File: src/ale_pkg.sv
// Shared constants for the array list engine: field widths, operation
// kinds and status codes. No dependencies.
`timescale 1ns / 1ps

package ale_pkg;

  localparam int DATA_W       = 32;
  localparam int POS_W        = 7;
  localparam int KIND_W       = 2;
  localparam int STAT_W       = 2;
  localparam int CAPACITY_DEF = 64;

  // operation kinds
  localparam logic [KIND_W-1:0] KIND_GET    = 2'd0;
  localparam logic [KIND_W-1:0] KIND_LOCATE = 2'd1;
  localparam logic [KIND_W-1:0] KIND_INSERT = 2'd2;
  localparam logic [KIND_W-1:0] KIND_DELETE = 2'd3;

  // result status codes
  localparam logic [STAT_W-1:0] ST_OK        = 2'd0;
  localparam logic [STAT_W-1:0] ST_BAD_POS   = 2'd1;
  localparam logic [STAT_W-1:0] ST_NOT_FOUND = 2'd2;
  localparam logic [STAT_W-1:0] ST_FULL      = 2'd3;

endpackage

File: src/array_list_engine_unit.sv
// Top level of the array list engine: sequencer, list length and the
// element store. Depends on ale_pkg and ale_ram.
`timescale 1ns / 1ps

// An ordered list of up to CAPACITY 32-bit values. Raise start for one
// cycle with busy low to issue an operation (get, locate, insert, delete);
// busy stays high until the result appears for exactly one cycle with
// out_valid high. The receiver cannot stall, so capture it then. All
// operations go through a single-read, single-write element store, one
// entry per cycle; insert and delete shift the entries behind the given
// position one place over. Rejected items (bad position, full list) answer
// straight from idle without touching the store. A new item can be issued
// in the cycle that out_valid is high.
module array_list_engine_unit #(
  parameter int CAPACITY = ale_pkg::CAPACITY_DEF
) (
  input  logic                         clk,
  input  logic                         rst_n,
  input  logic                         start,
  output logic                         busy,
  input  logic [ale_pkg::KIND_W-1:0]   in_kind,
  input  logic [ale_pkg::POS_W-1:0]    in_position,
  input  logic signed [ale_pkg::DATA_W-1:0] in_value,
  output logic                         out_valid,
  output logic [ale_pkg::STAT_W-1:0]   out_status,
  output logic signed [ale_pkg::DATA_W-1:0] out_read_value,
  output logic [ale_pkg::POS_W-1:0]    out_found_position,
  output logic [ale_pkg::POS_W-1:0]    out_length
);

  localparam int AW = $clog2(CAPACITY);
  localparam int LW = $clog2(CAPACITY + 1);
  localparam int CW = (LW > ale_pkg::POS_W) ? LW : ale_pkg::POS_W;
  localparam logic [LW-1:0] CAP_LEN = LW'(CAPACITY);

  // sequencer states
  localparam logic [2:0] S_IDLE    = 3'd0;
  localparam logic [2:0] S_GET_RD  = 3'd1;
  localparam logic [2:0] S_GET_OUT = 3'd2;
  localparam logic [2:0] S_LOC     = 3'd3;
  localparam logic [2:0] S_SHIFT   = 3'd4;
  localparam logic [2:0] S_FILL    = 3'd5;

  logic [2:0]                   state_r, state_nxt;
  logic [LW-1:0]                len_r, len_nxt;
  logic [ale_pkg::KIND_W-1:0]   kind_r, kind_nxt;
  logic [ale_pkg::POS_W-1:0]    pos_r, pos_nxt;
  logic [ale_pkg::DATA_W-1:0]   val_r, val_nxt;
  logic [AW-1:0]                ptr_r, ptr_nxt;
  logic [LW-1:0]                rem_r, rem_nxt;
  logic                         pend_r, pend_nxt;
  logic [AW-1:0]                pend_addr_r, pend_addr_nxt;

  logic                         out_valid_r, out_valid_nxt;
  logic [ale_pkg::STAT_W-1:0]   out_status_r, out_status_nxt;
  logic [ale_pkg::DATA_W-1:0]   out_rd_r, out_rd_nxt;
  logic [ale_pkg::POS_W-1:0]    out_found_r, out_found_nxt;
  logic [ale_pkg::POS_W-1:0]    out_len_r, out_len_nxt;

  logic                         mem_we;
  logic [AW-1:0]                mem_waddr;
  logic [ale_pkg::DATA_W-1:0]   mem_wdata;
  logic [ale_pkg::DATA_W-1:0]   mem_rdata;

  // position checks against the current length, at a common width
  logic [CW-1:0] posw, lenw, posm1, lenm1, pos_r_m1;
  logic          pos_zero, pos_over, ins_over, list_full;
  logic [CW-1:0] ins_moves, del_moves, found_w;

  assign posw      = CW'(in_position);
  assign lenw      = CW'(len_r);
  assign posm1     = posw - CW'(1);
  assign lenm1     = lenw - CW'(1);
  assign pos_r_m1  = CW'(pos_r) - CW'(1);
  assign pos_zero  = (in_position == '0);
  assign pos_over  = (posw > lenw);
  assign ins_over  = (posm1 > lenw);
  assign list_full = (len_r == CAP_LEN);
  assign ins_moves = lenw - posm1;
  assign del_moves = lenw - posw;
  assign found_w   = CW'(pend_addr_r) + CW'(1);

  ale_ram #(
    .WIDTH(ale_pkg::DATA_W),
    .DEPTH(CAPACITY)
  ) u_store (
    .clk  (clk),
    .we   (mem_we),
    .waddr(mem_waddr),
    .wdata(mem_wdata),
    .raddr(ptr_r),
    .rdata(mem_rdata)
  );

  // sequencer
  always_comb begin
    logic          fin;
    logic [LW-1:0] fin_len;
    logic [CW-1:0] fin_len_w;
    fin            = 1'b0;
    fin_len        = len_r;
    fin_len_w      = '0;
    state_nxt      = state_r;
    len_nxt        = len_r;
    kind_nxt       = kind_r;
    pos_nxt        = pos_r;
    val_nxt        = val_r;
    ptr_nxt        = ptr_r;
    rem_nxt        = rem_r;
    pend_nxt       = 1'b0;
    pend_addr_nxt  = pend_addr_r;
    out_valid_nxt  = 1'b0;
    out_status_nxt = out_status_r;
    out_rd_nxt     = out_rd_r;
    out_found_nxt  = out_found_r;
    out_len_nxt    = out_len_r;
    mem_we         = 1'b0;
    mem_waddr      = pend_addr_r;
    mem_wdata      = mem_rdata;

    case (state_r)
      S_IDLE: begin
        if (start) begin
          kind_nxt       = in_kind;
          pos_nxt        = in_position;
          val_nxt        = in_value;
          out_status_nxt = ale_pkg::ST_OK;
          out_rd_nxt     = '0;
          out_found_nxt  = '0;
          case (in_kind)
            ale_pkg::KIND_GET: begin
              if (pos_zero || pos_over) begin
                fin            = 1'b1;
                out_status_nxt = ale_pkg::ST_BAD_POS;
              end else begin
                ptr_nxt   = posm1[AW-1:0];
                state_nxt = S_GET_RD;
              end
            end
            ale_pkg::KIND_LOCATE: begin
              ptr_nxt   = '0;
              rem_nxt   = len_r;
              state_nxt = S_LOC;
            end
            ale_pkg::KIND_INSERT: begin
              if (pos_zero || ins_over) begin
                fin            = 1'b1;
                out_status_nxt = ale_pkg::ST_BAD_POS;
              end else if (list_full) begin
                fin            = 1'b1;
                out_status_nxt = ale_pkg::ST_FULL;
              end else begin
                // walk down from the last entry, moving each one up
                ptr_nxt   = lenm1[AW-1:0];
                rem_nxt   = ins_moves[LW-1:0];
                state_nxt = S_SHIFT;
              end
            end
            default: begin
              if (pos_zero || pos_over) begin
                fin            = 1'b1;
                out_status_nxt = ale_pkg::ST_BAD_POS;
              end else begin
                // walk up from the entry after the hole, moving each down
                ptr_nxt   = posw[AW-1:0];
                rem_nxt   = del_moves[LW-1:0];
                state_nxt = S_SHIFT;
              end
            end
          endcase
        end
      end

      S_GET_RD: begin
        state_nxt = S_GET_OUT;
      end

      S_GET_OUT: begin
        fin        = 1'b1;
        out_rd_nxt = mem_rdata;
      end

      // one read issued per cycle, compared the cycle after
      S_LOC: begin
        if (pend_r && (mem_rdata == val_r)) begin
          fin           = 1'b1;
          out_found_nxt = found_w[ale_pkg::POS_W-1:0];
        end else if (rem_r != '0) begin
          pend_nxt      = 1'b1;
          pend_addr_nxt = ptr_r;
          ptr_nxt       = ptr_r + AW'(1);
          rem_nxt       = rem_r - LW'(1);
        end else if (!pend_r) begin
          fin            = 1'b1;
          out_status_nxt = ale_pkg::ST_NOT_FOUND;
        end
      end

      // read one entry, write it one place over in the next cycle
      S_SHIFT: begin
        if (pend_r) begin
          mem_we = 1'b1;
          if (kind_r == ale_pkg::KIND_INSERT) begin
            mem_waddr = pend_addr_r + AW'(1);
          end else begin
            mem_waddr = pend_addr_r - AW'(1);
          end
        end
        if (rem_r != '0) begin
          pend_nxt      = 1'b1;
          pend_addr_nxt = ptr_r;
          rem_nxt       = rem_r - LW'(1);
          if (kind_r == ale_pkg::KIND_INSERT) begin
            ptr_nxt = ptr_r - AW'(1);
          end else begin
            ptr_nxt = ptr_r + AW'(1);
          end
        end else if (!pend_r) begin
          if (kind_r == ale_pkg::KIND_INSERT) begin
            state_nxt = S_FILL;
          end else begin
            fin     = 1'b1;
            fin_len = len_r - LW'(1);
          end
        end
      end

      S_FILL: begin
        mem_we    = 1'b1;
        mem_waddr = pos_r_m1[AW-1:0];
        mem_wdata = val_r;
        fin       = 1'b1;
        fin_len   = len_r + LW'(1);
      end

      default: begin
        state_nxt = S_IDLE;
      end
    endcase

    // result strobe and length update
    if (fin) begin
      fin_len_w     = CW'(fin_len);
      state_nxt     = S_IDLE;
      len_nxt       = fin_len;
      out_valid_nxt = 1'b1;
      out_len_nxt   = fin_len_w[ale_pkg::POS_W-1:0];
    end
  end

  // control registers
  always_ff @(posedge clk) begin
    if (!rst_n) begin
      state_r     <= S_IDLE;
      len_r       <= '0;
      pend_r      <= 1'b0;
      out_valid_r <= 1'b0;
    end else begin
      state_r     <= state_nxt;
      len_r       <= len_nxt;
      pend_r      <= pend_nxt;
      out_valid_r <= out_valid_nxt;
    end
  end

  // item and result payload registers
  always_ff @(posedge clk) begin
    kind_r       <= kind_nxt;
    pos_r        <= pos_nxt;
    val_r        <= val_nxt;
    ptr_r        <= ptr_nxt;
    rem_r        <= rem_nxt;
    pend_addr_r  <= pend_addr_nxt;
    out_status_r <= out_status_nxt;
    out_rd_r     <= out_rd_nxt;
    out_found_r  <= out_found_nxt;
    out_len_r    <= out_len_nxt;
  end

  assign busy               = (state_r != S_IDLE);
  assign out_valid          = out_valid_r;
  assign out_status         = out_status_r;
  assign out_read_value     = out_rd_r;
  assign out_found_position = out_found_r;
  assign out_length         = out_len_r;

endmodule

File: src/ale_ram.sv
// Generic simple dual-port RAM: one write port, one read port with
// registered read data. No dependencies.
`timescale 1ns / 1ps

module ale_ram #(
  parameter int WIDTH = 32,
  parameter int DEPTH = 64
) (
  input  logic                     clk,
  input  logic                     we,
  input  logic [$clog2(DEPTH)-1:0] waddr,
  input  logic [WIDTH-1:0]         wdata,
  input  logic [$clog2(DEPTH)-1:0] raddr,
  output logic [WIDTH-1:0]         rdata
);

  logic [WIDTH-1:0] mem [DEPTH];

  // write port
  always_ff @(posedge clk) begin
    if (we) begin
      mem[waddr] <= wdata;
    end
  end

  // registered read port
  always_ff @(posedge clk) begin
    rdata <= mem[raddr];
  end

endmodule
File: config.mk
export PLATFORM = sky130hd
export DESIGN_NAME = array_list_engine_unit
export DESIGN_NICKNAME = d
export VERILOG_FILES = /design/src/ale_pkg.sv /design/src/array_list_engine_unit.sv /design/src/ale_ram.sv
export SDC_FILE = /design/constraint.sdc
export NUM_CORES = 2
export LEC_CHECK = 0
export BUFFER_PORTS_ARGS = -buffer_cell sky130_fd_sc_hd__buf_2
export CAP_MARGIN = 20
export CORE_MARGIN = 5
export CORE_UTILIZATION = 32
export DETAILED_ROUTE_END_ITERATION = 8
export GPL_ROUTABILITY_DRIVEN = 0
export PLACE_DENSITY = 0.5
export SLEW_MARGIN = 30
export SYNTH_ARGS = -nofsm -noshare
export SYNTH_HDL_FRONTEND = slang
export SYNTH_SLANG_ARGS = --single-unit
File: constraint.sdc
create_clock -name clk -period 4.5 [get_ports clk]
set_clock_uncertainty 0.2 [all_clocks]
set_input_delay 0.45 -clock clk [delete_from_list [all_inputs] [get_ports clk]]
set_output_delay 0.45 -clock clk [all_outputs]
set_load 0.02 [all_outputs]
After elaboration in Yosys (flattened, before gate mapping):

Memories as Yosys holds them, arrays and structs flattened. A register that Yosys moved wholly into a read port is not among the register bits.
Index checks and enable logic that the tools add are counted.

* $add $sub $neg: 12
* magnitude comparators: 2
* equality and inequality tests: 25
* mux-type cells: 74
* bitwise gates (word level): 2
* reduce and logical (&&, ||, !) cells: 23

Operator list (count)
* 2-to-1 mux 6 bit: 13
* 2-to-1 mux 7 bit: 11
* 2-to-1 mux 32 bit: 2
* case mux 32 bit (2 select lines): 1
* case mux 7 bit (3 select lines): 2
* case mux 6 bit (3 select lines): 2
* equality test 32 bit: 1
* case mux 7 bit (2 select lines): 2
* 2-to-1 mux 3 bit: 8
* case mux 6 bit (2 select lines): 2
* != test 2 bit (second input constant): 11
* subtractor 7 x 1 -> 7 bit (second input constant): 3
* AND reduction 9 bit: 2
* subtractor 6 x 1 -> 6 bit (second input constant): 3
* 2-to-1 mux 1 bit: 17
* greater-than comparator 7 bit: 2
* subtractor 7 bit: 2
* adder 6 x 1 -> 6 bit (second input constant): 2
* 2-to-1 mux 2 bit: 6
* case mux 3 bit (4 select lines): 1
* != test 3 bit (second input constant): 3
* case mux 3 bit (3 select lines): 1
* case mux 2 bit (2 select lines): 2
* adder 6 x 1 -> 7 bit (second input constant): 1
* other kinds (25): 38

* register bits after elaboration: 119
* RAM bits: 2048
* bits of input ports: 44
* output and inout port bits: 50
* logic and storage cells: 153
* memories kept: 1

Memories
* u_store.mem: depth 64, bits a word 32, rd ports 1, clocked after memory_dff 1, wr ports 1, line ale_ram.sv:17 `logic [WIDTH-1:0] mem [DEPTH];`

Logic depth before layout (Yosys ltp):

* depth after elaboration: 8
* mapped depth: 14
* mapped depth without buffers: 14

Cells and area by module:

A second synthesis with hierarchy kept.

* cell total of the unflattened synthesis: 4234
* area total of the unflattened synthesis: 86185.2 um^2

Modules (own cells, without submodules)
* ale_ram: instances 1, cells each 3511, area each 79039.6 um^2, seq. area each 62139.6 um^2
* array_list_engine_unit: instances 1, cells each 723, area each 7145.6 um^2, seq. area each 3453.3 um^2

Worst setup path before layout:

OpenSTA, ideal clock, no wires.

* path kind: reg-to-reg
* start point: register kind_r[1] (netlist name)
* end point: memory u_store.mem[15][0] (enable)
* library setup time: 0.421 ns
* data arrival time: 3.681 ns
* path slack: 0.197 ns
* cell stages (with the launch flop): 12
* buffers on the path: 1
* clock period less this slack: 4.303 ns
* cells stage by stage: edfxtp_1 > nand2b_1 > clkbuf_1 > clkinv_1 > fa_1 > xnor2_1 > mux2i_1 > nor2_1 > a21oi_1 > o21ai_0 > nand2_1 > nor2_1

* word-level cells in the longest chain between the ends: 4

RTL lines
* from (decl): line array_list_engine_unit.sv:46 `logic [ale_pkg::KIND_W-1:0] kind_r, kind_nxt;`
* from (signal assigned): line array_list_engine_unit.sv:268 `kind_r <= kind_nxt;`
* equality test 2 bit: line array_list_engine_unit.sv:203 `if (kind_r == ale_pkg::KIND_INSERT) begin`
* 2-to-1 mux 6 bit: line array_list_engine_unit.sv:203
* 2-to-1 mux 6 bit: line array_list_engine_unit.sv:201 `if (pend_r) begin`
* case mux 6 bit (2 select lines): line array_list_engine_unit.sv:121 `case (state_r)`
* to (decl): line ale_ram.sv:17

Every way passes these cells.

Worst setup path in the final report:

* start point: register kind_r[0] (netlist name)
* end point: memory u_store.mem[17][4] (enable)

The elaborated chain is that of the path after synthesis.

==> results.ini <==
[logic_synthesis]
syn_nets=4643
synth_edf_count=2155
ys_types=63
async_flop_share_pct=0
synth_seq_cells=2199
yosys.area.top_type_share_pct=75.1
synth.largest_area_cell=edfxtp_1
syn-cell-area_sq_um=86200
synthFlopType=edfxtp_1
synth_area_leaders=edfxtp_1 75%, mux4_2 6.7%, mux2i_1 5.9%, o221ai_1 2.5%, a21oi_1 1.3%
synthCells=4565
yosysMostFrequentCell=edfxtp_1
ys_warn_count=0
netlist_top_cells_count=2155 x edfxtp_1, 509 x mux2i_1, 258 x mux4_2
ys_seq_area_share_pct=76.1
synth.avg_cell_area_sq_um=18.9

[grt]
grt_first_pass_wirelength_microns=349000
overflow=0
grt_pass1_vias=45000
antenna_found_initial=10
grt_max_degree=101
grt_util_all_layers_pct=17.1

[clock_network]
cts_resized=0
htree_levels=4
cts_max_path_buffers=4
postCtsHoldBufs=42
root_buffer=clkbuf_16
cts.sinks=2199
clock_latency_ns=0.87
post_cts_buffers=0
clk_pin_slew_worst_paths_ns=0.06
cts_tree=yes
cts_made_buffers=229

[detailed_routing]
drtIter0Drc=4329
dr.pass1.iters=5
remaining_drc_errors=0
vias=45700
antenna_left=0
wl_per_cell_microns=28.3
wl_microns=246000
viasPerCell=5.26

[power]
leakagePower_nw=32.7
pwr-share-seq_pct=50.7
p_sw_w=0.0115
pwr_density_cell_nw_per_um2=463
max-vdd-ir-drop_uv=317
swShare_pct=24.6
comb_power_share_pct=10.4
clockPowerShare_pct=38.9
p_int_w=0.0353

[sta]
rsz0062_at_grt=false
final-setup-viol-count=0
period_share_pct=91.1
worst_slew_pin_slew_ns=1.01
fin_tns_setup_ns=0
slew_violations=0
period_needed_ns=4.10
hold_viol_final=0
max_freq_mhz=244
slew_headroom_pct=32.5

[hold_path]
hold_path.class=input pin to flip-flop

[placed_design]
portBuffers=93
place_hpwl_microns=155000
placedInstanceArea_sq_um=93700
dp_cells=8209

[setup_path]
critPathArrivalTime_ns=4.45
cp_max_fo=21
worst-endpoint-required_ns=4.85
critPathCaptureType=flip-flop
critical_path_class=flip-flop to flip-flop
crit_path_start_kind=flip-flop

[floorplanning]
ioPinCount=94
dieArea_sq_um=280000
die_h_microns=529
rows=190
core_sq_um=268000
initial_utilization_pct=32.1
die_w_microns=529

[outcome]
status=complete, no violations

[cells_and_area]
fin_cells=8675
nets=5009
final_util_pct=37.8
drive_gt1_share_pct=20.4
final_area_sq_um=101000
area_growth_pct=17.5

[flow_run]
cap_viol_max_count=0

state kept, by name, summed over array words and instances (netlist names):
name and cells:
out_read_value 32, u_store.rdata 32, kind_r 2, pend_r 1
val_r 32, out_valid 1, len_r 7, pos_r 6
state_r 3, ptr_r 6, rem_r 7, out_found_position 7
out_length 7, u_store.mem 2048, out_status 2, pend_addr_r 6
worst max-delay path: stages, from the launching register on:
cell      delay, ns
edfxtp_1       0.38
nand2b_1       0.35
ha_1           0.38
a21o_1         0.11
a21oi_1        0.11
or3_1          0.39
and4_1         0.21
a211oi_1       0.64
nand2_1        0.13
buf_4          0.26
nor2_4         0.39
buf_12         0.24
cell usage in the layout, fill, tap and decap left out, types with 89 or more instances in the layout:
master        n
o221ai_1    248
mux2i_1     509
o22ai_1     124
clkbuf_16   230
mux4_2      258
nor3_1       90
nor2_1      102
buf_12       89
a21oi_1     227
buf_4       175
buf_2        93
edfxtp_1   2155
power by group through the flow:
stage               clock (W)  sequential [W]  combinational, W
floorplan                   0          0.0241           0.00243
global placement            0          0.0242           0.00483
detailed placement          0          0.0242           0.00488
CTS                    0.0187          0.0238           0.00491
global route           0.0196          0.0238           0.00515
finish                 0.0182          0.0238           0.00485
metrics by stage:
stage,total power [W],setup WS (ns),hold WS (ns)
floorplan,0.0265,0.197,0.224
global route,0.0485,0.310,0.0601
CTS,0.0473,0.521,0.0362
finish,0.0469,0.402,0.108
detailed placement,0.0291,0.551,0.337
global placement,0.0290,0.539,0.339
logic make-up after synthesis:
| group | Yosys count | synth area share (%) |
|---|---|---|
| mux | 800 | 13.1 |
| fa+ha+maj | 34 | 0.520 |
| compound gates | 733 | 5.85 |
| buf+inv | 298 | 1.35 |
| xor+xnor | 68 | 0.691 |
| simple gates | 433 | 2.39 |
| flops | 2199 | 76.1 |
layer usage:
layer	vias to the layer above	GRT usage [%]	share of wire (%)
met4	2	3.14	1.6
met2	1490	26.8	46
li1	19600	-	-
met1	24200	25.6	46
met5	-	0	0.0045
met3	281	2.66	6.3
path summary, 6_finish.rpt:
path / from / to / slack [ns] / cells after the start
setup / recovery: kind_r[0] / u_store.mem[17][4] / 0.40 / 11
setup reg to reg: kind_r[0] / u_store.mem[17][4] / 0.40 / 11
hold / removal: in_value[0] / val_r[0] / 0.11 / 2
hold reg to reg: state_r[2] / state_r[1] / 0.37 / 1
area by class of cell:
class,count,area (sq um)
diodes,8,20.0
clock buffers,298,6140
clock inverters,117,987
fillers,24400,167000
inverters,34,133
multi-input cells,2068,20000
flip-flops and latches,2199,65600
well taps,3552,4440
repair buffers,399,3980
Note: power is estimated with default switching activity, not from simulation.
